$ cat config.mk
export PLATFORM = sky130hd
export DESIGN_NAME = icdf_queue
export DESIGN_NICKNAME = d
export VERILOG_FILES = /design/src/icdf_pkg.sv /design/src/icdf_queue.sv
export SDC_FILE = /design/constraint.sdc
export NUM_CORES = 1
export LEC_CHECK = 0
export BUFFER_PORTS_ARGS = -buffer_cell sky130_fd_sc_hd__clkbuf_2
export CORE_UTILIZATION = 47
export CTS_CLUSTER_SIZE = 24
export DETAILED_ROUTE_END_ITERATION = 10
export GPL_TIMING_DRIVEN = 0
export PLACE_DENSITY = 0.75
export SLEW_MARGIN = 20
export SYNTH_ARGS = -nofsm -noshare
export SYNTH_HDL_FRONTEND = slang
export SYNTH_SLANG_ARGS = --single-unit
$ cat constraint.sdc
create_clock -name clk -period 7.93 [get_ports clk]
set_input_delay 1.1895 -clock clk [delete_from_list [all_inputs] [get_ports clk]]
set_output_delay 1.1895 -clock clk [all_outputs]
set_load 0.01 [all_outputs]
$ cat src/icdf_pkg.sv
// ----------------------------------------------------------------------------
// icdf_pkg
// Shared types and constants of the 2-d inverse cdf sampler.
// ----------------------------------------------------------------------------
package icdf_pkg;

	localparam int FRAC_BITS   = 16;
	localparam int ONE         = 1 << FRAC_BITS;
	localparam int CDF_BITS    = FRAC_BITS + 1;
	localparam int QUEUE_DEPTH = 4;
	localparam int FLUX_STEPS  = 18 + 2 * FRAC_BITS;

	localparam logic [2:0] OP_SAMPLE  = 3'd0;
	localparam logic [2:0] OP_WR_ROW  = 3'd1;
	localparam logic [2:0] OP_WR_COL  = 3'd2;
	localparam logic [2:0] OP_WR_PROB = 3'd3;
	localparam logic [2:0] OP_WR_IMG  = 3'd4;

	localparam logic [1:0] REG_WIDTH    = 2'd0;
	localparam logic [1:0] REG_HEIGHT   = 2'd1;
	localparam logic [1:0] REG_CHANNELS = 2'd2;
	localparam logic [1:0] REG_SAMPLES  = 2'd3;

	localparam logic signed [17:0] COORD_ONE     = 18'(ONE);
	localparam logic signed [17:0] COORD_NEG_ONE = -18'(ONE);
	localparam logic [31:0]        FLUX_MAX      = 32'hFFFF_FFFF;

	typedef enum logic [2:0] {
		CMD_SAMPLE,
		CMD_REJECT,
		CMD_WR_ROW,
		CMD_WR_COL,
		CMD_WR_PROB,
		CMD_WR_IMG
	} cmd_kind_t;

	typedef struct packed {
		cmd_kind_t           kind;
		logic [13:0]         index;
		logic [1:0]          channel;
		logic [31:0]         value;
		logic [CDF_BITS-1:0] row_u;
		logic [CDF_BITS-1:0] col_u;
		logic [15:0]         row_jit;
		logic [15:0]         col_jit;
	} cmd_t;

	typedef enum logic [3:0] {
		ST_IDLE,
		ST_ROW_RD,
		ST_ROW_CMP,
		ST_BASE,
		ST_COL_RD,
		ST_COL_CMP,
		ST_PIX,
		ST_PROB_RD,
		ST_PROB,
		ST_DIV_Y,
		ST_DIV_X,
		ST_IMG_RD,
		ST_IMG,
		ST_FLUX,
		ST_EMIT
	} state_t;

endpackage

$ cat src/icdf_queue.sv
// ----------------------------------------------------------------------------
// icdf_queue
// Short command queue between the front and the back end.
// ----------------------------------------------------------------------------
module icdf_queue import icdf_pkg::*; (
	input  logic clk,
	input  logic arst_n,
	input  logic push,
	input  cmd_t din,
	output logic full,
	input  logic pop,
	output logic empty,
	output cmd_t dout
);

	localparam int PTR_BITS = $clog2(QUEUE_DEPTH);

	cmd_t                mem_q [QUEUE_DEPTH];
	logic [PTR_BITS-1:0] wr_ptr_q;
	logic [PTR_BITS-1:0] rd_ptr_q;
	logic [PTR_BITS:0]   count_q;
	logic                do_push;
	logic                do_pop;

	assign full    = count_q == (PTR_BITS+1)'(QUEUE_DEPTH);
	assign empty   = count_q == '0;
	assign do_push = push && !full;
	assign do_pop  = pop && !empty;
	assign dout    = mem_q[rd_ptr_q];

	always_ff @(posedge clk) begin
		if (do_push) begin
			mem_q[wr_ptr_q] <= din;
		end
	end

	always_ff @(posedge clk or negedge arst_n) begin
		if (!arst_n) begin
			wr_ptr_q <= '0;
			rd_ptr_q <= '0;
			count_q  <= '0;
		end else begin
			if (do_push) begin
				wr_ptr_q <= wr_ptr_q + PTR_BITS'(1);
			end
			if (do_pop) begin
				rd_ptr_q <= rd_ptr_q + PTR_BITS'(1);
			end
			if (do_push && !do_pop) begin
				count_q <= count_q + (PTR_BITS+1)'(1);
			end else if (do_pop && !do_push) begin
				count_q <= count_q - (PTR_BITS+1)'(1);
			end
		end
	end

endmodule

==> results of run 1 <==
registers in the layout (all words and copies together) (netlist names):
name,cells
rd_ptr_q,2
count_q,3
wr_ptr_q,2
mem_q,468
synth_stat cells, drive strengths merged:
| library cell | number |
|---|---|
| edfxtp | 468 |
| mux4 | 117 |
| buf | 20 |
| clkbuf | 7 |
| dfrtp | 7 |
| ha | 5 |
| and2 | 4 |
| inv | 4 |
| xnor2 | 4 |
| mux2 | 2 |
| xor2 | 2 |
| fa | 1 |
| nand2 | 1 |
| nand3 | 1 |
| nor2 | 1 |
| nor2b | 1 |
| nor3b | 1 |
| or3 | 1 |
layout make-up:
class	instances	area share, %
Tap cell	468	2.80
Inverter	4	0.0718
Buffer	27	1.42
Clock buffer	59	6.05
Sequential cell	475	68.1
Timing Repair Buffer	250	6.96
Clock inverter	29	0.916
Multi-Input combinational cell	141	13.7
cell families (layout without fill, tap and decap cells):
family	after synthesis	count (layout)
xor+xnor	6	6
fa+ha+maj	6	6
buf+inv	31	369
flops	475	475
mux	119	119
simple gates	10	10
power by group:
part           total, mW  internal, mW  switching, mW
sequential          3.41          3.31          0.102
combinational       2.45          1.15           1.30
clock               2.08          1.19          0.884
layer usage:
metal / wire length, µm / part of all wire, % / track usage, % / up-vias
li1: - / - / - / 3414
met1: 12900 / 41 / 21.5 / 4034
met2: 16000 / 50 / 28.7 / 211
met3: 2420 / 7.6 / 5.69 / 46
met4: 595 / 1.9 / 5.94 / 2
met5: 16 / 0.050 / 0 / -
worst paths after layout:
path / startpoint / to / slack (ns) / cells past startpoint
worst max-delay path: rd_ptr_q[1] / dout[29] / 4.31 / 4
worst min-delay path: arst_n / rd_ptr_q[1] / 0.45 / 1
worst max register to register: count_q[2] / mem_q[3][4] / 5.74 / 6
worst min register to register: count_q[2] / count_q[2] / 0.50 / 1
max in group asynchronous: arst_n / wr_ptr_q[0] / 7.31 / 1
min in group clk: count_q[2] / count_q[2] / 0.50 / 1
worst reg2reg max path: cells and delay by family (launching register included):
kind	cells	cell delay, ns
buffers and inverters	3	0.70
and+or+nand+nor	3	0.74
DFF	1	0.40
==> results_dict.tcl, run 1 <==
set metrics [dict create \
    grt-ovfl-total 0 \
    holdWs_ns 0.454 \
    post_drt_wl_per_cell_um 22.0 \
    netlist_top_cells_area "edfxtp_1 81%, mux4_2 15%, buf_12 1.2%, dfrtp_1 1.0%, ha_1 0.36%" \
    synth_nets 774 \
    yosysSeqAreaShare_pct 81.8 \
    synth_simple_gate_area_share_pct 0.360 \
    relSlewSlack_pct 44.7 \
    portBuffers 239 \
    grt_pass1_vias 8284 \
    crit_family "buffers and inverters" \
    drt-total-wl_um 31900 \
    io_pins 240 \
    worst-setup-path-type "reg -> out" \
    synth_xor_area_share_pct 0.302 \
    hold_viol_final 0 \
    dr.first_iter.drc_count 380 \
    synthMuxAreaShare_pct 15.3 \
    post_drt_via_cell_ratio 5.30 \
    power_per_cell_area_mw_per_mm2 380 \
    final_cell_mix "468 x edfxtp_1, 239 x clkbuf_2, 117 x mux4_2" \
    layout_worst_path_cycle_share_pct 45.7 \
    cellLeakagePower_nw 7.19 \
    synth_top_family_by_area "multiplexers" \
    avgSynthCellArea_um2 26.9 \
    crit_chain "buf_4 -> clkbuf_1 -> mux4_2 -> clkbuf_2" \
    cts.sink_count 475 \
    synthAdderAreaFrac_pct 0.475 \
    htree_levels 2 \
    num_vias 7707 \
    placed_cells 1365 \
    final_common_cell "edfxtp_1" \
    fin_cells 1453 \
    layout_setup_ws_ns 4.31 \
    fin_util_pct 57.2 \
    slew_viol_final 0 \
    multi_input_area_mm2 0.00287 \
    crit_path_max_fanout 10 \
    cts_root_buf "clkbuf_16" \
    start_util_pct 47.6 \
    cts_tree "done" \
    critical_path_required_ns 6.74 \
    hp-class "in -> async" \
    ys_seq_elements 475 \
    grt_max_degree 45 \
    final_nets 1074 \
    power_mw 7.94 \
    area.growth.synth_to_final_pct 20.1 \
    dp_worst_setup_slack_ns 4.79 \
    drt-pass1-iter-count 6 \
    yosysUniqueCellTypes 21 \
    drt_drc_violations_left 0 \
    critPathSlowestCell "clkbuf_1" \
    period_minus_slack_ns 3.62 \
    register_area_mm2 0.0142 \
    max_freq_ghz 0.276 \
    rsz0062_at_grt "no" \
    clockBufferDepth 3 \
    clock-skew-final_ns 0.0129 \
    cts_made_buffers 48 \
    clkTransAtPathRegs_ns 0.06 \
    yosysTopAreaCell "edfxtp_1" \
    yosys_warnings 0 \
    diodes 0 \
    fin_area_mm2 0.0209 \
    peakVddDrop_mv 0.263 \
    dpl_cell_area_mm2 0.0194 \
    hpwl_um 20400 \
    antenna_found_initial 2 \
    cts_hold_buf 0 \
    nFillCells 2608 \
    rows 70 \
    arrival_ns 2.44 \
    syn-cell-area_mm2 0.0174 \
    die_w_um 194 \
    grt_usage_pct 17.3 \
    final.setup.tns_ns 0 \
    drive_above_1_share_pct 46.4 \
    endpoint_kind "output port" \
    synthCells 647 \
    maxCapViolCount 0 \
    grt_pass1_wl_um 48500 \
    slowest_delay_ns 0.66 \
    postRouteAntennaNets 0 \
    coreArea_mm2 0.0365 \
    synth_top_area_share_pct 80.8 \
    critPathLaunchType "flop" \
    cts_resized 0 \
    clk_latency_ns 0.56 \
    crit_buf_inv 3 \
    gp_congestion 0.701 \
    post_cts_buffers 0 \
    setup_viol 0 \
    synth_compound_area_share_pct 0 \
    tightestPinTransition_ns 0.830 \
    die-area_mm2 0.0378 \
    die_h_um 194 \
    status "finished, final reports clean" \
]
Note: power is estimated with default switching activity, not from simulation.
==> inputs of run 2 (changes only) <==
--- a/config.mk
+++ b/config.mk
@@ -10,7 +10,7 @@
 export CTS_CLUSTER_SIZE = 24
 export DETAILED_ROUTE_END_ITERATION = 10
 export GPL_TIMING_DRIVEN = 0
-export PLACE_DENSITY = 0.75
+export PLACE_DENSITY = 0.78
 export SLEW_MARGIN = 20
 export SYNTH_ARGS = -nofsm -noshare
 export SYNTH_HDL_FRONTEND = slang
==> constraint.sdc (replaced) <==
create_clock -name clk -period 3.1 [get_ports clk]
set_input_delay 0.465 -clock clk [delete_from_list [all_inputs] [get_ports clk]]
set_output_delay 0.465 -clock clk [all_outputs]
set_load 0.01 [all_outputs]
==> results_dict.tcl, run 2 (synthesis results as in run 1) <==
set metrics [dict create \
    cpMostUsedCell "buf_2" \
    critPathLaunchType "flop" \
    endpoint_kind "output port" \
    relSlewSlack_pct 43.4 \
    hpwl_um 20200 \
    r2r_setup_slack_ns 0.70 \
    drt_drc_violations_left 0 \
    io_pins 240 \
    min_from "din[95]" \
    arrival_ns 2.41 \
    crit_path_max_fanout 10 \
    cts_resized 0 \
    coreArea_mm2 0.0365 \
    reg2reg_to "mem_q[1][64]" \
    crit-reg2reg-launch "count_q[2]" \
    status "finished, final reports clean" \
    post_cts_buffers 0 \
    slew_viol_final 0 \
    placed_cells 1363 \
    whs_endpoint "mem_q[2][95]" \
    postRouteAntennaNets 0 \
    final_cell_mix "468 x edfxtp_1, 239 x clkbuf_2, 117 x mux4_2" \
    drt-total-wl_um 32300 \
    diodes 0 \
    die_w_um 194 \
    power_per_cell_area_mw_per_mm2 986 \
    maxCapViolCount 0 \
    htree_levels 2 \
    hold_viol_final 0 \
    final.setup.tns_ns 0 \
    cts_hold_buf 1 \
    setup_viol 0 \
    area.growth.synth_to_final_pct 20.7 \
    die-area_mm2 0.0378 \
    final_common_cell "edfxtp_1" \
    cts.sink_count 475 \
    final_nets 1073 \
    layout_worst_path_cycle_share_pct 92.8 \
    rows 70 \
    rsz0062_at_grt "no" \
    nFillCells 2660 \
    drive_above_1_share_pct 46.8 \
    dr.first_iter.drc_count 390 \
    peakVddDrop_mv 0.613 \
    cts_tree "done" \
    largest_reg_flops 468 \
    cts_root_buf "clkbuf_16" \
    crit_path_start "rd_ptr_q[1]" \
    start_util_pct 47.6 \
    hp-class "in -> reg" \
    clock-skew-final_ns 0.0146 \
    top_register "mem_q" \
    cellLeakagePower_nw 7.24 \
    die_h_um 194 \
    clkTransAtPathRegs_ns 0.06 \
    max_freq_ghz 0.348 \
    clk_latency_ns 0.57 \
    reg2regPathDepth 6 \
    slowest_delay_ns 0.39 \
    grt-ovfl-total 0 \
    crit_chain "buf_4 -> buf_2 -> buf_2 -> mux4_2 -> clkbuf_2" \
    gp_congestion 0.671 \
    largestRegisters "mem_q x468, count_q x3" \
    grt_usage_pct 17.7 \
    period_minus_slack_ns 2.88 \
    hold_depth 1 \
    worst-setup-path-type "reg -> out" \
    antenna_found_initial 1 \
    post_drt_wl_per_cell_um 22.3 \
    grt_pass1_vias 8438 \
    tightestPinTransition_ns 0.849 \
    fin_cells 1450 \
    grt_max_degree 47 \
    num_vias 7731 \
    clockBufferDepth 3 \
    cts_made_buffers 48 \
    drt-pass1-iter-count 4 \
    grt_pass1_wl_um 49400 \
    post_drt_via_cell_ratio 5.33 \
    portBuffers 239 \
    critical_path_required_ns 2.63 \
    critPathSlowestCell "buf_2" \
]
## run 2: area by class of cell
class | instances | area [µm²] | area share [%]
multi-input combinational | 141 | 2870 | 13.7
tap | 468 | 586 | 2.79
sequential | 475 | 14200 | 67.8
clock buffer | 60 | 1270 | 6.04
inverter | 4 | 15.0 | 0.0715
buffer | 27 | 298 | 1.42
clock inverter | 26 | 292 | 1.39
timing repair buffer | 249 | 1440 | 6.86
## run 2: power breakdown
group          switching (mW)  total (mW)  leakage (nW)  internal (mW)
logic                    3.34        6.26          2.12           2.92
registers               0.262        8.73          4.37           8.47
clock network            2.30        5.70         0.758           3.40
## run 2: worst max-delay path by stage
| stage | to | slack (ns) |
|---|---|---|
| final | dout[87] | 0.22 |
| after detailed placement | mem_q[3][71] | 0.65 |
| after floorplan | mem_q[0][0] | 0.39 |
| after CTS | dout[87] | 0.12 |
| after global placement | mem_q[1][64] | -0.84 |
| after global routing | dout[87] | 0.11 |
## run 2: stage by stage
step	cell area [µm²]	hold slack, ns	total power [mW]	setup slack, ns	util, %
finish	21000	0.108	20.7	0.223	57.5
global route	21000	0.0880	21.6	0.107	57.5
CTS	21000	0.0693	21.1	0.116	57.5
detailed placement	19400	0.312	15.3	0.651	53.2
global placement	19200	0.309	15.1	-0.840	52.5
floorplan	17400	0.169	12.8	0.388	-
## run 2: metal layers
layer	vias up	wire length [µm]	track usage, %
met5	-	15	0
met4	2	738	5.88
met3	55	2250	4.25
met2	253	15900	29.0
met1	4015	13400	23.4
li1	3406	-	-
## run 2: worst max-delay path: cells and delay by family, from the launching register on
kind | cells | cell delay, ns
buffers and inverters | 4 | 1.12
muxes | 1 | 0.39
DFF | 1 | 0.33
==> inputs of run 3 (changes only) <==
==> constraint.sdc (replaced) <==
create_clock -name clk -period 3.1 [get_ports clk]
set_input_delay 0.62 -clock clk [delete_from_list [all_inputs] [get_ports clk]]
set_output_delay 0.62 -clock clk [all_outputs]
set_load 0.01 [all_outputs]
==> results_dict.tcl, run 3 (synthesis results as in run 1) <==
set metrics [dict create \
    relSlewSlack_pct 45.1 \
    drive_above_1_share_pct 46.8 \
    cts_made_buffers 48 \
    largestRegisters "mem_q x468, count_q x3" \
    grt_max_degree 47 \
    start_util_pct 47.6 \
    diodes 0 \
    maxCapViolCount 0 \
    drt-pass1-iter-count 4 \
    io_pins 240 \
    final_common_cell "edfxtp_1" \
    peakVddDrop_mv 0.613 \
    post_drt_via_cell_ratio 5.33 \
    placed_cells 1363 \
    htree_levels 2 \
    hpwl_um 20200 \
    cts_tree "done" \
    crit_path_max_fanout 10 \
    cellLeakagePower_nw 7.24 \
    top_register "mem_q" \
    setup_viol 0 \
    clkTransAtPathRegs_ns 0.06 \
    gp_congestion 0.671 \
    final_cell_mix "468 x edfxtp_1, 239 x clkbuf_2, 117 x mux4_2" \
    rsz0062_at_grt "no" \
    area.growth.synth_to_final_pct 20.7 \
    register_area_mm2 0.0142 \
    period_minus_slack_ns 2.99 \
    grt_pass1_vias 8438 \
    worst-setup-path-type "reg -> out" \
    clock-skew-final_ns 0.0146 \
    slew_viol_final 0 \
    arrival_ns 2.37 \
    layout_worst_path_cycle_share_pct 96.4 \
    die-area_mm2 0.0378 \
    antenna_found_initial 1 \
    dpl_cell_area_mm2 0.0194 \
    post_cts_buffers 0 \
    post_drt_wl_per_cell_um 22.3 \
    tightestPinTransition_ns 0.824 \
    rows 70 \
    postRouteAntennaNets 0 \
    multi_input_area_mm2 0.00287 \
    grt_pass1_wl_um 49400 \
    largest_reg_flops 468 \
    endpoint_kind "output port" \
    cts_root_buf "clkbuf_16" \
    final_nets 1073 \
    r2r_setup_slack_ns 0.70 \
    grt_usage_pct 17.7 \
    fin_area_mm2 0.0210 \
    clk_latency_ns 0.57 \
    cts.sink_count 475 \
    drt-total-wl_um 32300 \
    dr.first_iter.drc_count 394 \
    clockBufferDepth 3 \
    fin_cells 1450 \
    critical_path_required_ns 2.48 \
    die_w_um 194 \
    grt-ovfl-total 0 \
    coreArea_mm2 0.0365 \
    power_per_cell_area_mw_per_mm2 986 \
    hp-class "in -> reg" \
    nFillCells 2659 \
    max_freq_ghz 0.335 \
    die_h_um 194 \
    drt_drc_violations_left 0 \
    num_vias 7731 \
    portBuffers 239 \
    status "finished, final reports clean" \
    critPathLaunchType "flop" \
    hold_viol_final 0 \
]
## run 3: cell types whose count changed in the layout (fill, tap and decap cells not counted)
cell      previous run  this run
buf_2                6         5
buf_4                1         2
buf_1                0         1
clkbuf_1            18        17
## run 3: worst paths after layout
| path | startpoint | end | cells after the start |
|---|---|---|---|
| max in group asynchronous | arst_n | count_q[1] | 2 |
| hold reg to reg | count_q[2] | count_q[2] | 1 |
| min in group asynchronous | arst_n | count_q[2] | 2 |
| hold / removal | din[95] | mem_q[2][95] | 1 |
| setup reg to reg | count_q[2] | mem_q[1][2] | 6 |
| setup / recovery | rd_ptr_q[1] | dout[19] | 4 |
## run 3: through the flow
stage | util [%] | hold WS (ns) | total power, mW | TNS (ns) | worst slack [ns]
finish | 57.5 | 0.262 | 20.7 | 0 | 0.111
detailed placement | 53.2 | 0.467 | 15.3 | 0 | 0.496
global route | 57.5 | 0.243 | 21.6 | 0 | 0.0000495
CTS | 57.5 | 0.224 | 21.1 | 0 | 0.00882
floorplan | - | 0.324 | 12.8 | 0 | 0.316
global placement | 52.5 | 0.461 | 15.1 | -449.46 | -0.995
## run 3: power by group
part	internal, mW	total (mW)	switching (mW)
sequential	8.47	8.73	0.262
clock	3.40	5.70	2.30
combinational	2.92	6.26	3.34
total	14.8	20.7	5.90
## run 3: repair_timing
action	CTS	global route
hold endpoints to repair	7	0
hold buffers	1	0
gates resized for setup	1	1
endpoints found under the setup margin	9	1
gates cloned	0	0
pin swaps	0	0
## run 3: worst max-delay path: stages, from the launching register on
cell      delay (ns)
dfrtp_1         0.33
buf_4           0.23
buf_1           0.65
mux4_2          0.43
clkbuf_2        0.15
## run 3: layer usage
metal,GRT usage (%),part of all wire [%],up-vias
met5,0,0.046,-
met4,5.88,2.3,2
li1,-,-,3406
met3,4.25,7.1,55
met1,23.4,41,4013
met2,29.0,49,255
## run 3: cell type report
class,instances,area share (%)
timing repair buffer,249,6.85
buffer,27,1.43
inverter,4,0.0715
clock buffer,60,6.04
multi-input combinational,141,13.6
clock inverter,26,1.39
sequential,475,67.8
tap,468,2.79
