--- src/icdf_pkg.sv ---
// ----------------------------------------------------------------------------
// icdf_pkg
// Shared types and constants of the 2-d inverse cdf sampler.
// ----------------------------------------------------------------------------
package icdf_pkg;

	localparam int FRAC_BITS   = 16;
	localparam int ONE         = 1 << FRAC_BITS;
	localparam int CDF_BITS    = FRAC_BITS + 1;
	localparam int QUEUE_DEPTH = 4;
	localparam int FLUX_STEPS  = 18 + 2 * FRAC_BITS;

	localparam logic [2:0] OP_SAMPLE  = 3'd0;
	localparam logic [2:0] OP_WR_ROW  = 3'd1;
	localparam logic [2:0] OP_WR_COL  = 3'd2;
	localparam logic [2:0] OP_WR_PROB = 3'd3;
	localparam logic [2:0] OP_WR_IMG  = 3'd4;

	localparam logic [1:0] REG_WIDTH    = 2'd0;
	localparam logic [1:0] REG_HEIGHT   = 2'd1;
	localparam logic [1:0] REG_CHANNELS = 2'd2;
	localparam logic [1:0] REG_SAMPLES  = 2'd3;

	localparam logic signed [17:0] COORD_ONE     = 18'(ONE);
	localparam logic signed [17:0] COORD_NEG_ONE = -18'(ONE);
	localparam logic [31:0]        FLUX_MAX      = 32'hFFFF_FFFF;

	typedef enum logic [2:0] {
		CMD_SAMPLE,
		CMD_REJECT,
		CMD_WR_ROW,
		CMD_WR_COL,
		CMD_WR_PROB,
		CMD_WR_IMG
	} cmd_kind_t;

	typedef struct packed {
		cmd_kind_t           kind;
		logic [13:0]         index;
		logic [1:0]          channel;
		logic [31:0]         value;
		logic [CDF_BITS-1:0] row_u;
		logic [CDF_BITS-1:0] col_u;
		logic [15:0]         row_jit;
		logic [15:0]         col_jit;
	} cmd_t;

	typedef enum logic [3:0] {
		ST_IDLE,
		ST_ROW_RD,
		ST_ROW_CMP,
		ST_BASE,
		ST_COL_RD,
		ST_COL_CMP,
		ST_PIX,
		ST_PROB_RD,
		ST_PROB,
		ST_DIV_Y,
		ST_DIV_X,
		ST_IMG_RD,
		ST_IMG,
		ST_FLUX,
		ST_EMIT
	} state_t;

endpackage

--- src/icdf_if.sv ---
// ----------------------------------------------------------------------------
// icdf item and result channels
// Valid/ready channels carrying sampler items and flux results.
// ----------------------------------------------------------------------------
interface icdf_item_if;
	logic               valid;
	logic               ready;
	logic [2:0]         operation;
	logic [13:0]        write_index;
	logic [1:0]         write_channel;
	logic [31:0]        write_value;
	logic signed [19:0] row_uniform;
	logic signed [19:0] col_uniform;
	logic [15:0]        row_jitter;
	logic [15:0]        col_jitter;

	modport source (output valid, operation, write_index, write_channel, write_value,
		row_uniform, col_uniform, row_jitter, col_jitter, input ready);
	modport sink (input valid, operation, write_index, write_channel, write_value,
		row_uniform, col_uniform, row_jitter, col_jitter, output ready);
endinterface


--- src/icdf_front.sv ---
// ----------------------------------------------------------------------------
// icdf_front
// Accepts items, drops ignored ones and classifies the rest into commands.
// ----------------------------------------------------------------------------
module icdf_front import icdf_pkg::*; #(
	parameter int MAX_WIDTH    = 128,
	parameter int MAX_HEIGHT   = 128,
	parameter int MAX_CHANNELS = 4
) (
	icdf_item_if.sink item,
	input  logic      q_full,
	output logic      q_push,
	output cmd_t      q_data
);

	localparam int PIXELS = MAX_WIDTH * MAX_HEIGHT;

	logic keep;
	logic bad_row_u;
	logic bad_col_u;

	always_comb begin
		bad_row_u = item.row_uniform[19] || (item.row_uniform[18:0] > 19'(ONE));
		bad_col_u = item.col_uniform[19] || (item.col_uniform[18:0] > 19'(ONE));
		keep = 1'b0;
		q_data.kind = CMD_SAMPLE;
		case (item.operation)
			OP_SAMPLE: begin
				keep = 1'b1;
				q_data.kind = (bad_row_u || bad_col_u) ? CMD_REJECT : CMD_SAMPLE;
			end
			OP_WR_ROW: begin
				keep = 32'(item.write_index) < 32'(MAX_HEIGHT);
				q_data.kind = CMD_WR_ROW;
			end
			OP_WR_COL: begin
				keep = 32'(item.write_index) < 32'(PIXELS);
				q_data.kind = CMD_WR_COL;
			end
			OP_WR_PROB: begin
				keep = 32'(item.write_index) < 32'(PIXELS);
				q_data.kind = CMD_WR_PROB;
			end
			OP_WR_IMG: begin
				keep = (32'(item.write_index) < 32'(PIXELS))
					&& (32'(item.write_channel) < 32'(MAX_CHANNELS));
				q_data.kind = CMD_WR_IMG;
			end
			default: begin
				keep = 1'b0;
			end
		endcase
		q_data.index   = item.write_index;
		q_data.channel = item.write_channel;
		q_data.value   = item.write_value;
		q_data.row_u   = item.row_uniform[CDF_BITS-1:0];
		q_data.col_u   = item.col_uniform[CDF_BITS-1:0];
		q_data.row_jit = item.row_jitter;
		q_data.col_jit = item.col_jitter;
	end

	assign item.ready = !q_full;
	assign q_push     = item.valid && !q_full && keep;

endmodule

--- src/flat_wrapper.sv ---
// flat-port wrapper written by rule: the top's interface ports become plain ports
module icdf_front_flat import icdf_pkg::*;
#(
	parameter int MAX_WIDTH    = 128,
	parameter int MAX_HEIGHT   = 128,
	parameter int MAX_CHANNELS = 4
)
  (q_full, q_push, q_data, item_valid, item_operation, item_write_index, item_write_channel, item_write_value, item_row_uniform, item_col_uniform, item_row_jitter, item_col_jitter, item_ready);
  icdf_item_if item_i ();
  input  logic q_full;
  output logic q_push;
  output cmd_t q_data;
  input wire logic [$bits(item_i.valid)-1:0] item_valid;
  input wire logic [$bits(item_i.operation)-1:0] item_operation;
  input wire logic [$bits(item_i.write_index)-1:0] item_write_index;
  input wire logic [$bits(item_i.write_channel)-1:0] item_write_channel;
  input wire logic [$bits(item_i.write_value)-1:0] item_write_value;
  input wire logic [$bits(item_i.row_uniform)-1:0] item_row_uniform;
  input wire logic [$bits(item_i.col_uniform)-1:0] item_col_uniform;
  input wire logic [$bits(item_i.row_jitter)-1:0] item_row_jitter;
  input wire logic [$bits(item_i.col_jitter)-1:0] item_col_jitter;
  output wire logic [$bits(item_i.ready)-1:0] item_ready;
  assign item_i.valid = item_valid;
  assign item_i.operation = item_operation;
  assign item_i.write_index = item_write_index;
  assign item_i.write_channel = item_write_channel;
  assign item_i.write_value = item_write_value;
  assign item_i.row_uniform = item_row_uniform;
  assign item_i.col_uniform = item_col_uniform;
  assign item_i.row_jitter = item_row_jitter;
  assign item_i.col_jitter = item_col_jitter;
  assign item_ready = item_i.ready;
  icdf_front #(.MAX_WIDTH(MAX_WIDTH), .MAX_HEIGHT(MAX_HEIGHT), .MAX_CHANNELS(MAX_CHANNELS)) u_core (.item(item_i), .q_full(q_full), .q_push(q_push), .q_data(q_data));
endmodule
--- config.mk ---
export PLATFORM = sky130hd
export DESIGN_NAME = icdf_front_flat
export DESIGN_NICKNAME = d
export VERILOG_FILES = /design/src/icdf_pkg.sv /design/src/icdf_if.sv /design/src/icdf_front.sv /design/src/flat_wrapper.sv
export SDC_FILE = /design/constraint.sdc
export NUM_CORES = 1
export LEC_CHECK = 0
export ABC_CLOCK_PERIOD_IN_PS = 900
export BUFFER_PORTS_ARGS = -buffer_cell sky130_fd_sc_hd__clkbuf_2
export CAP_MARGIN = 40
export CORE_AREA = 2 2 94 96
export DETAILED_ROUTE_END_ITERATION = 16
export DIE_AREA = 0 0 96 98
export PLACE_DENSITY = 0.57
export SYNTH_ARGS = -nofsm -noshare
export SYNTH_HDL_FRONTEND = slang
export SYNTH_SLANG_ARGS = --single-unit
--- constraint.sdc ---
create_clock -name vclk -period 0.9
set_input_delay 0.135 -clock vclk [all_inputs]
set_output_delay 0.135 -clock vclk [all_outputs]
set_load 0.02 [all_outputs]
==> impl_metrics.json, run 1 <==
{
  "cp.arrival_ns": 1.32,
  "maxCapViolCount": 0,
  "violations": "setup timing",
  "avgViaCountPerCell": 3.30,
  "grt_use_met1_pct": 3.31,
  "hold_slack_ns": 0.270,
  "rsz0062_at_grt": "yes",
  "place.gp.congestion": 0.625,
  "dp_slack_ns": -0.757,
  "clkbuf_count": 0,
  "slowest_delay_ns": 0.38,
  "cts_hold_buffers": 0,
  "end_kind": "output port",
  "setup_tns_ns": -0.883,
  "place_area_um2": 966,
  "tightestPinTransition_ns": 0.293,
  "grt_pass1_wl_mm": 3.88,
  "drive_gt1_share_pct": 92.8,
  "setup_violations": 3,
  "worstSetupPathType": "primary input to output port",
  "sequentialPowerShare_pct": 0,
  "clkPwrFrac_pct": 0,
  "gr-usage-met2_pct": 10.5,
  "vdd_drop_max_uv": 88.1,
  "grt_pass1_vias": 733,
  "hp-start": "item_write_value[0]",
  "fmax_ghz": 0.688,
  "hpwl_mm": 2.86,
  "hold_path_class": "primary input to output port",
  "seq_area_frac_synth_pct": 0,
  "synth.most_common_cell": "buf_4",
  "worstPathMaxFanout": 2,
  "timing.final.ws_setup_ns": -0.554,
  "synth_top_area_share_pct": 81.1,
  "antenna_found_initial": 0,
  "grtUsageMet3_pct": 2.31,
  "grt_overflow_total": 0,
  "num_rows": 34,
  "netlist_top_cells_count": "buf_4 (114), nor4_1 (7), nor4_2 (4), nand2_1 (3)",
  "drt_drc_violations_left": 0,
  "drv_slew": 0,
  "synth.area.top_cells": "buf_4 (81%), nor4_2 (4.7%), nor4_1 (4.2%)",
  "yosysWarnings": 0,
  "crit_chain": "clkbuf_8, nor4_4, nand4_1, a221oi_4, a211oi_2, buf_4",
  "start_util_pct": 12.5,
  "syn_nets": 267,
  "slowest_stage": "a221oi_4",
  "switching_share_pct": 56.1,
  "hold_viol": 0,
  "p_sw_mw": 0.315,
  "first_pass_iters": 4,
  "top_usage_layer": "met2",
  "final_antenna_net_count": 0,
  "path_buf_inv": 2,
  "critPathLaunch": "item_col_uniform[15]",
  "fp.coreArea_mm2": 0.00847,
  "syn-cell-area_mm2": 0.00105,
  "fin_crit_sh_pct": 162,
  "regArea_um2": 0,
  "finalCriticalPeriod_ns": 1.45,
  "fp.dieW_um": 96,
  "dr.first_iter.drc_count": 21,
  "yosys.area.top_type": "buf_4",
  "wl_per_cell_um": 13.0,
  "io_buffers": 98,
  "fp.dieArea_mm2": 0.00941,
  "io-pin-count": 244,
  "nets": 265,
  "seq_cell_count": 0,
  "p_leak_nw": 0.549,
  "syn_inst": 142,
  "n_antenna_cell": 0,
  "power_density_mw_per_mm2": 510,
  "internal-power_mw": 0.247,
  "vias": 812,
  "crit_family": "simple AND/OR/NAND/NOR gates",
  "required_ns": 0.76,
  "cp-start-kind": "primary input",
  "pwr-share-comb_pct": 100.0,
  "final_area_mm2": 0.00110,
  "synth.distinct_cells": 16,
  "grt_usage_pct": 5.54,
  "area_growth_pct": 4.39,
  "wl_mm": 3.21,
  "outcome": "complete, but fails checks",
  "relSlewSlack_pct": 80.3,
  "die_h_um": 98,
  "grt_start_max_net_pins": 7,
  "syn_area_per_cell_um2": 7.43
}
-- layout make-up --
type	instances	area (um^2)
Fill cell	964	7360
Timing Repair Buffer	111	648
Multi-Input combinational cell	26	314
Tap cell	108	135
Inverter	1	3.75
-- worst paths after layout --
kind                      end  slack, ns  depth (start not counted)
setup / recovery  q_data[114]      -0.55                          6
hold / removal     q_data[66]       0.27                          0
-- per-layer routing --
metal	share of wire, %	vias up
met3	15	42
li1	-	342
met4	11	0
met1	22	332
met5	0	-
met2	53	96
-- layout by cell type (no fill, tap or decap) --
cell       n
a211oi_2   1
a21oi_2    1
a221oi_4   1
and3_4     1
buf_4     13
buf_6      3
buf_8      3
clkbuf_2  90
clkbuf_4   1
clkbuf_8   1
inv_1      1
nand2_1    3
nand4_1    2
nor2_1     1
nor2_2     1
nor3_2     1
nor4_1     1
nor4_2     4
nor4_4     6
o21ai_1    1
o22ai_1    1
xnor2_2    1
-- timing repair --
action	4_1_cts	5_1_grt
setup buffers	1	0
setup endpoints to repair	4	4
pin swaps	12	5
resized for setup	19	13
-- cells by family after synthesis --
kind of cell,share of synthesized area [%]
AND/OR/NAND/NOR,12.9
AO/OA/AOI/OAI,3.68
XOR/XNOR,0.831
buffers and inverters,82.6
-- through the flow --
| stage | std cells | power [mW] | util, % |
|---|---|---|---|
| after global routing | 246 | 0.602 | 13.0 |
| after floorplan | 142 | 0.803 | - |
| after detailed placement | 248 | 0.498 | 11.4 |
| after global placement | 248 | 0.494 | 11.4 |
| final | 246 | 0.561 | 13.0 |
| after CTS | 246 | 0.541 | 12.5 |
-- power by group through the flow --
stage                     combinational, mW  sequential [mW]  clock (mW)
after floorplan                       0.803                0           0
after global placement                0.494                0           0
after detailed placement              0.498                0           0
after CTS                             0.541                0           0
after global routing                  0.602                0           0
final                                 0.561                0           0
No activity file was read; power rests on OpenSTA's default activity.
==> run 2, diff against run 1 <==
- ABC_AREA: not set -> 1
- CORE_AREA: 2 2 94 96 -> 2 2 96 98
- DIE_AREA: 0 0 96 98 -> 0 0 98 100
- PLACE_DENSITY: 0.57 -> 0.56
==> impl_metrics.json, run 2 <==
{
  "outcome": "complete, but fails checks",
  "violations": "setup timing",
  "fp.dieW_um": 98,
  "dp_slack_ns": -0.235,
  "tightestPinTransition_ns": 0.179,
  "cp.arrival_ns": 0.92,
  "slowest_stage": "nor2_2",
  "vdd_drop_max_uv": 74.7,
  "worstSetupPathType": "primary input to output port",
  "p_leak_nw": 0.595,
  "gr-usage-met2_pct": 12.3,
  "slowest_delay_ns": 0.14,
  "synth.area.top_cells": "buf_4 (78%), nor2_1 (9.6%), nand2_1 (5.5%)",
  "io-pin-count": 244,
  "relSlewSlack_pct": 88.0,
  "drive_gt1_share_pct": 75.3,
  "regArea_um2": 0,
  "syn_nets": 297,
  "syn_area_per_cell_um2": 6.37,
  "fmax_ghz": 0.950,
  "avgViaCountPerCell": 3.22,
  "die_h_um": 100,
  "syn-cell-area_mm2": 0.00109,
  "nets": 293,
  "final_cell_mix": "clkbuf_2 (86), nor2_1 (18), nand2_1 (14), buf_4 (13)",
  "yosys.area.top_type": "buf_4",
  "top_usage_layer": "met2",
  "synth.distinct_cells": 10,
  "grtUsageMet3_pct": 4.74,
  "setup_violations": 3,
  "grt_pass1_wl_mm": 4.60,
  "drt_drc_violations_left": 0,
  "hold_viol": 0,
  "power_density_mw_per_mm2": 503,
  "crit_chain": "clkbuf_8, nor2_2, nand3_2, nor3_2, nand3_1, nand2_1, inv_1, buf_6",
  "maxCapViolCount": 0,
  "cts_hold_buffers": 0,
  "yosysWarnings": 0,
  "antenna_found_initial": 0,
  "dr.first_iter.drc_count": 3,
  "final_common_cell": "clkbuf_2",
  "grt_use_met1_pct": 3.15,
  "n_antenna_cell": 0,
  "grt_start_max_net_pins": 5,
  "seq_area_frac_synth_pct": 0,
  "io_buffers": 98,
  "vias": 893,
  "clkbuf_count": 0,
  "end_kind": "output port",
  "start_util_pct": 12.3,
  "fin_crit_sh_pct": 117,
  "required_ns": 0.76,
  "design_power_total_mw": 0.548,
  "timing.final.ws_setup_ns": -0.152,
  "num_rows": 35,
  "rsz0062_at_grt": "yes",
  "grt_pass1_vias": 780,
  "setup_tns_ns": -0.258,
  "fp.coreArea_mm2": 0.00889,
  "postCtsSetupBuffers": 0,
  "netlist_top_cells_count": "buf_4 (114), nor2_1 (28), nand2_1 (16), inv_1 (4), nand3_1 (4)",
  "synth_top_area_share_pct": 78.2,
  "grt_overflow_total": 0,
  "grt_usage_pct": 6.09,
  "wl_per_cell_um": 13.1,
  "wl_mm": 3.63,
  "seq_cell_count": 0,
  "first_pass_iters": 4,
  "syn_inst": 172,
  "area_growth_pct": -0.343,
  "hpwl_mm": 3.35,
  "hold_path_class": "primary input to output port",
  "place.gp.congestion": 0.584,
  "fp.dieArea_mm2": 0.00980,
  "final_antenna_net_count": 0,
  "drv_slew": 0,
  "worstPathMaxFanout": 4,
  "synth.most_common_cell": "buf_4",
  "finalCriticalPeriod_ns": 1.05,
  "cp-start-kind": "primary input"
}
run 2: cell types whose count changed after synthesis, moves of 2 or more:
cell / previous run / this run
nand2_1: 3 / 16
nand3_1: 0 / 4
nand4_1: 2 / 0
nor2_1: 2 / 28
nor4_1: 7 / 0
inv_1: 1 / 4
nor4_2: 4 / 0
run 2: through the flow:
step,area (um^2),hold WS [ns],util (%),std cells
finish,1090,0.270,12.3,277
global route,1090,0.270,12.3,277
CTS,981,0.270,11.0,277
detailed placement,948,0.270,10.7,277
global placement,948,0.270,10.7,277
floorplan,1100,0.354,-,172
run 2: final timing paths:
| path | startpoint | to | slack [ns] | depth (start not counted) |
|---|---|---|---|---|
| min | item_row_jitter[10] | q_data[26] | 0.27 | 0 |
| max | item_operation[2] | q_data[114] | -0.15 | 8 |
run 2: area by class of cell:
type	instances	area (um^2)
multi-input combinational	54	299
tap	111	139
inverter	4	15.0
fill	1045	7800
timing repair buffer	108	638
run 2: per-layer routing:
| metal | vias to the layer above | share of wire [%] | routed length (um) |
|---|---|---|---|
| li1 | 403 | - | - |
| met1 | 343 | 17 | 613 |
| met2 | 109 | 54 | 1950 |
| met3 | 38 | 22 | 805 |
| met4 | 0 | 7.3 | 264 |
| met5 | - | 0 | 0 |
run 2: report_power, final:
part | internal [mW] | switching (mW) | total (mW)
combinational | 0.246 | 0.302 | 0.548
sequential | 0 | 0 | 0
clock | 0 | 0 | 0
run 2: timing repair:
item / 4_1_cts / 5_1_grt
setup endpoints to repair: 4 / 4
gates resized for setup: 8 / 32
pin swaps: 3 / 16
run 2: logic make-up after synthesis:
family / share of synthesized area, %
buf+inv: 79.5
simple gates: 18.9
compound gates: 1.60
run 2: critical path: cells and delay by family:
family	cells	cell delay (ns)
buffers and inverters	3	0.28
AND/OR/NAND/NOR	5	0.50
==> run 3, diff against run 2 <==
- CELL_PAD_IN_SITES_DETAIL_PLACEMENT: not set -> 0
- CELL_PAD_IN_SITES_GLOBAL_PLACEMENT: not set -> 1
- CORE_AREA: 2 2 96 98 -> not set
- CORE_MARGIN: not set -> 2
- CORE_UTILIZATION: not set -> 11
- DIE_AREA: 0 0 98 100 -> not set
- PLACE_DENSITY: 0.56 -> 0.83
==> impl_metrics.json, run 3 (synthesis results as in run 2) <==
{
  "power_density_mw_per_mm2": 502,
  "setup_tns_ns": -0.281,
  "setup_violations": 3,
  "avgViaCountPerCell": 3.08,
  "cp.arrival_ns": 0.95,
  "final_common_cell": "clkbuf_2",
  "vias": 948,
  "design_power_total_mw": 0.615,
  "fillCellCount": 1137,
  "grt_start_max_net_pins": 5,
  "path_buf_inv": 3,
  "start_util_pct": 11.3,
  "worstSetupPathType": "primary input to output port",
  "wl_mm": 3.17,
  "worstPathMaxFanout": 2,
  "crit_chain": "buf_6, nor2_2, nand2_1, nor2_2, nand2_1, nand2_2, nand3_2, nand2_1, inv_1, buf_6",
  "final_area_mm2": 0.00123,
  "hold_path_class": "primary input to output port",
  "slowest_delay_ns": 0.12,
  "hp-start": "item_row_jitter[4]",
  "cp_common_cell": "nand2_1",
  "relSlewSlack_pct": 88.1,
  "dp.cells": 307,
  "drv_slew": 0,
  "fmax_ghz": 0.921,
  "first_pass_iters": 2,
  "vdd_drop_max_uv": 108,
  "hold_end": "q_data[20]",
  "wl_per_cell_um": 10.3,
  "hold_slack_ns": 0.270,
  "outcome": "complete, but fails checks",
  "slowest_stage": "buf_6",
  "fin_crit_sh_pct": 121,
  "dp_slack_ns": -0.259,
  "end_kind": "output port",
  "drive_gt1_share_pct": 80.6,
  "fp.dieArea_mm2": 0.0108,
  "tightestPinTransition_ns": 0.178,
  "p_leak_nw": 0.649,
  "regArea_um2": 0,
  "area_growth_pct": 12.0,
  "die_h_um": 104,
  "grt_pass1_vias": 880,
  "antenna_found_initial": 0,
  "multi_input_area_um2": 310,
  "num_rows": 36,
  "dr.first_iter.drc_count": 13,
  "rsz0062_at_grt": "yes",
  "required_ns": 0.76,
  "maxCapViolCount": 0,
  "utilization_pct": 12.6,
  "place.gp.congestion": 0.689,
  "grt_usage_pct": 4.85,
  "final_antenna_net_count": 0,
  "grt_overflow_total": 0,
  "hold_viol": 0,
  "clkbuf_count": 0,
  "violations": "setup timing",
  "grt_pass1_wl_mm": 4.29,
  "drt_drc_violations_left": 0,
  "fp.dieW_um": 104,
  "nets": 302,
  "cp-start-kind": "primary input",
  "crit_family": "simple AND/OR/NAND/NOR gates",
  "fin_cells": 308,
  "seq_cell_count": 0,
  "final_cell_mix": "clkbuf_2 (85), buf_4 (17), nor2_1 (14), nand2_1 (13), buf_6 (12)",
  "n_antenna_cell": 0,
  "io_buffers": 98,
  "timing.final.ws_setup_ns": -0.186,
  "fp.coreArea_mm2": 0.00973,
  "io-pin-count": 244,
  "hpwl_mm": 2.70,
  "holdPathStages": 0,
  "finalCriticalPeriod_ns": 1.09,
  "place_area_mm2": 0.00104
}
## run 3: cell types whose count changed in the layout (fill, tap and decap cells not counted)
cell / before / now
buf_6: 6 / 12
a21oi_2: 0 / 1
nor2_1: 18 / 14
nor2_2: 5 / 11
buf_8: 1 / 2
nor2_4: 6 / 4
a21oi_1: 2 / 1
clkbuf_2: 86 / 85
inv_4: 0 / 1
nand2_1: 14 / 13
clkbuf_8: 2 / 1
nand2_4: 0 / 1
inv_1: 4 / 3
buf_4: 13 / 17
## run 3: cell type report
class,count,share of cell area (%)
repair buffers,117,59.7
well taps,133,13.6
multi-input cells,54,25.3
inverters,4,1.43
## run 3: where the power goes
part / total, mW / internal, mW / switching, mW
Sequential: 0 / 0 / 0
Combinational: 0.615 / 0.286 / 0.329
Clock: 0 / 0 / 0
Total: 0.615 / 0.286 / 0.329
## run 3: worst max-delay path by stage
stage	start	to	slack, ns	depth (start not counted)
2_1_floorplan	item_write_index[13]	q_push	0.004	3
3_3_place_gp	item_col_uniform[4]	q_data[114]	-0.26	10
3_5_place_dp	item_col_uniform[14]	q_data[114]	-0.26	10
4_1_cts	item_col_uniform[10]	q_data[114]	-0.23	10
5_1_grt	item_row_uniform[1]	q_data[114]	-0.28	10
6_report	item_col_uniform[13]	q_data[114]	-0.19	10
## run 3: what timing repair did
item | CTS | global route
pin swaps | 5 | 25
endpoints found under the setup margin | 4 | 4
hold buffers | 0 | 0
setup buffers | 1 | 1
resized for setup | 20 | 32
## run 3: routing by layer
layer	routed length [um]	GRT usage, %	vias to the layer above
met1	895	3.97	406
met2	1680	9.27	87
met5	0	0	-
met3	303	1.32	36
li1	-	-	419
met4	296	4.44	0
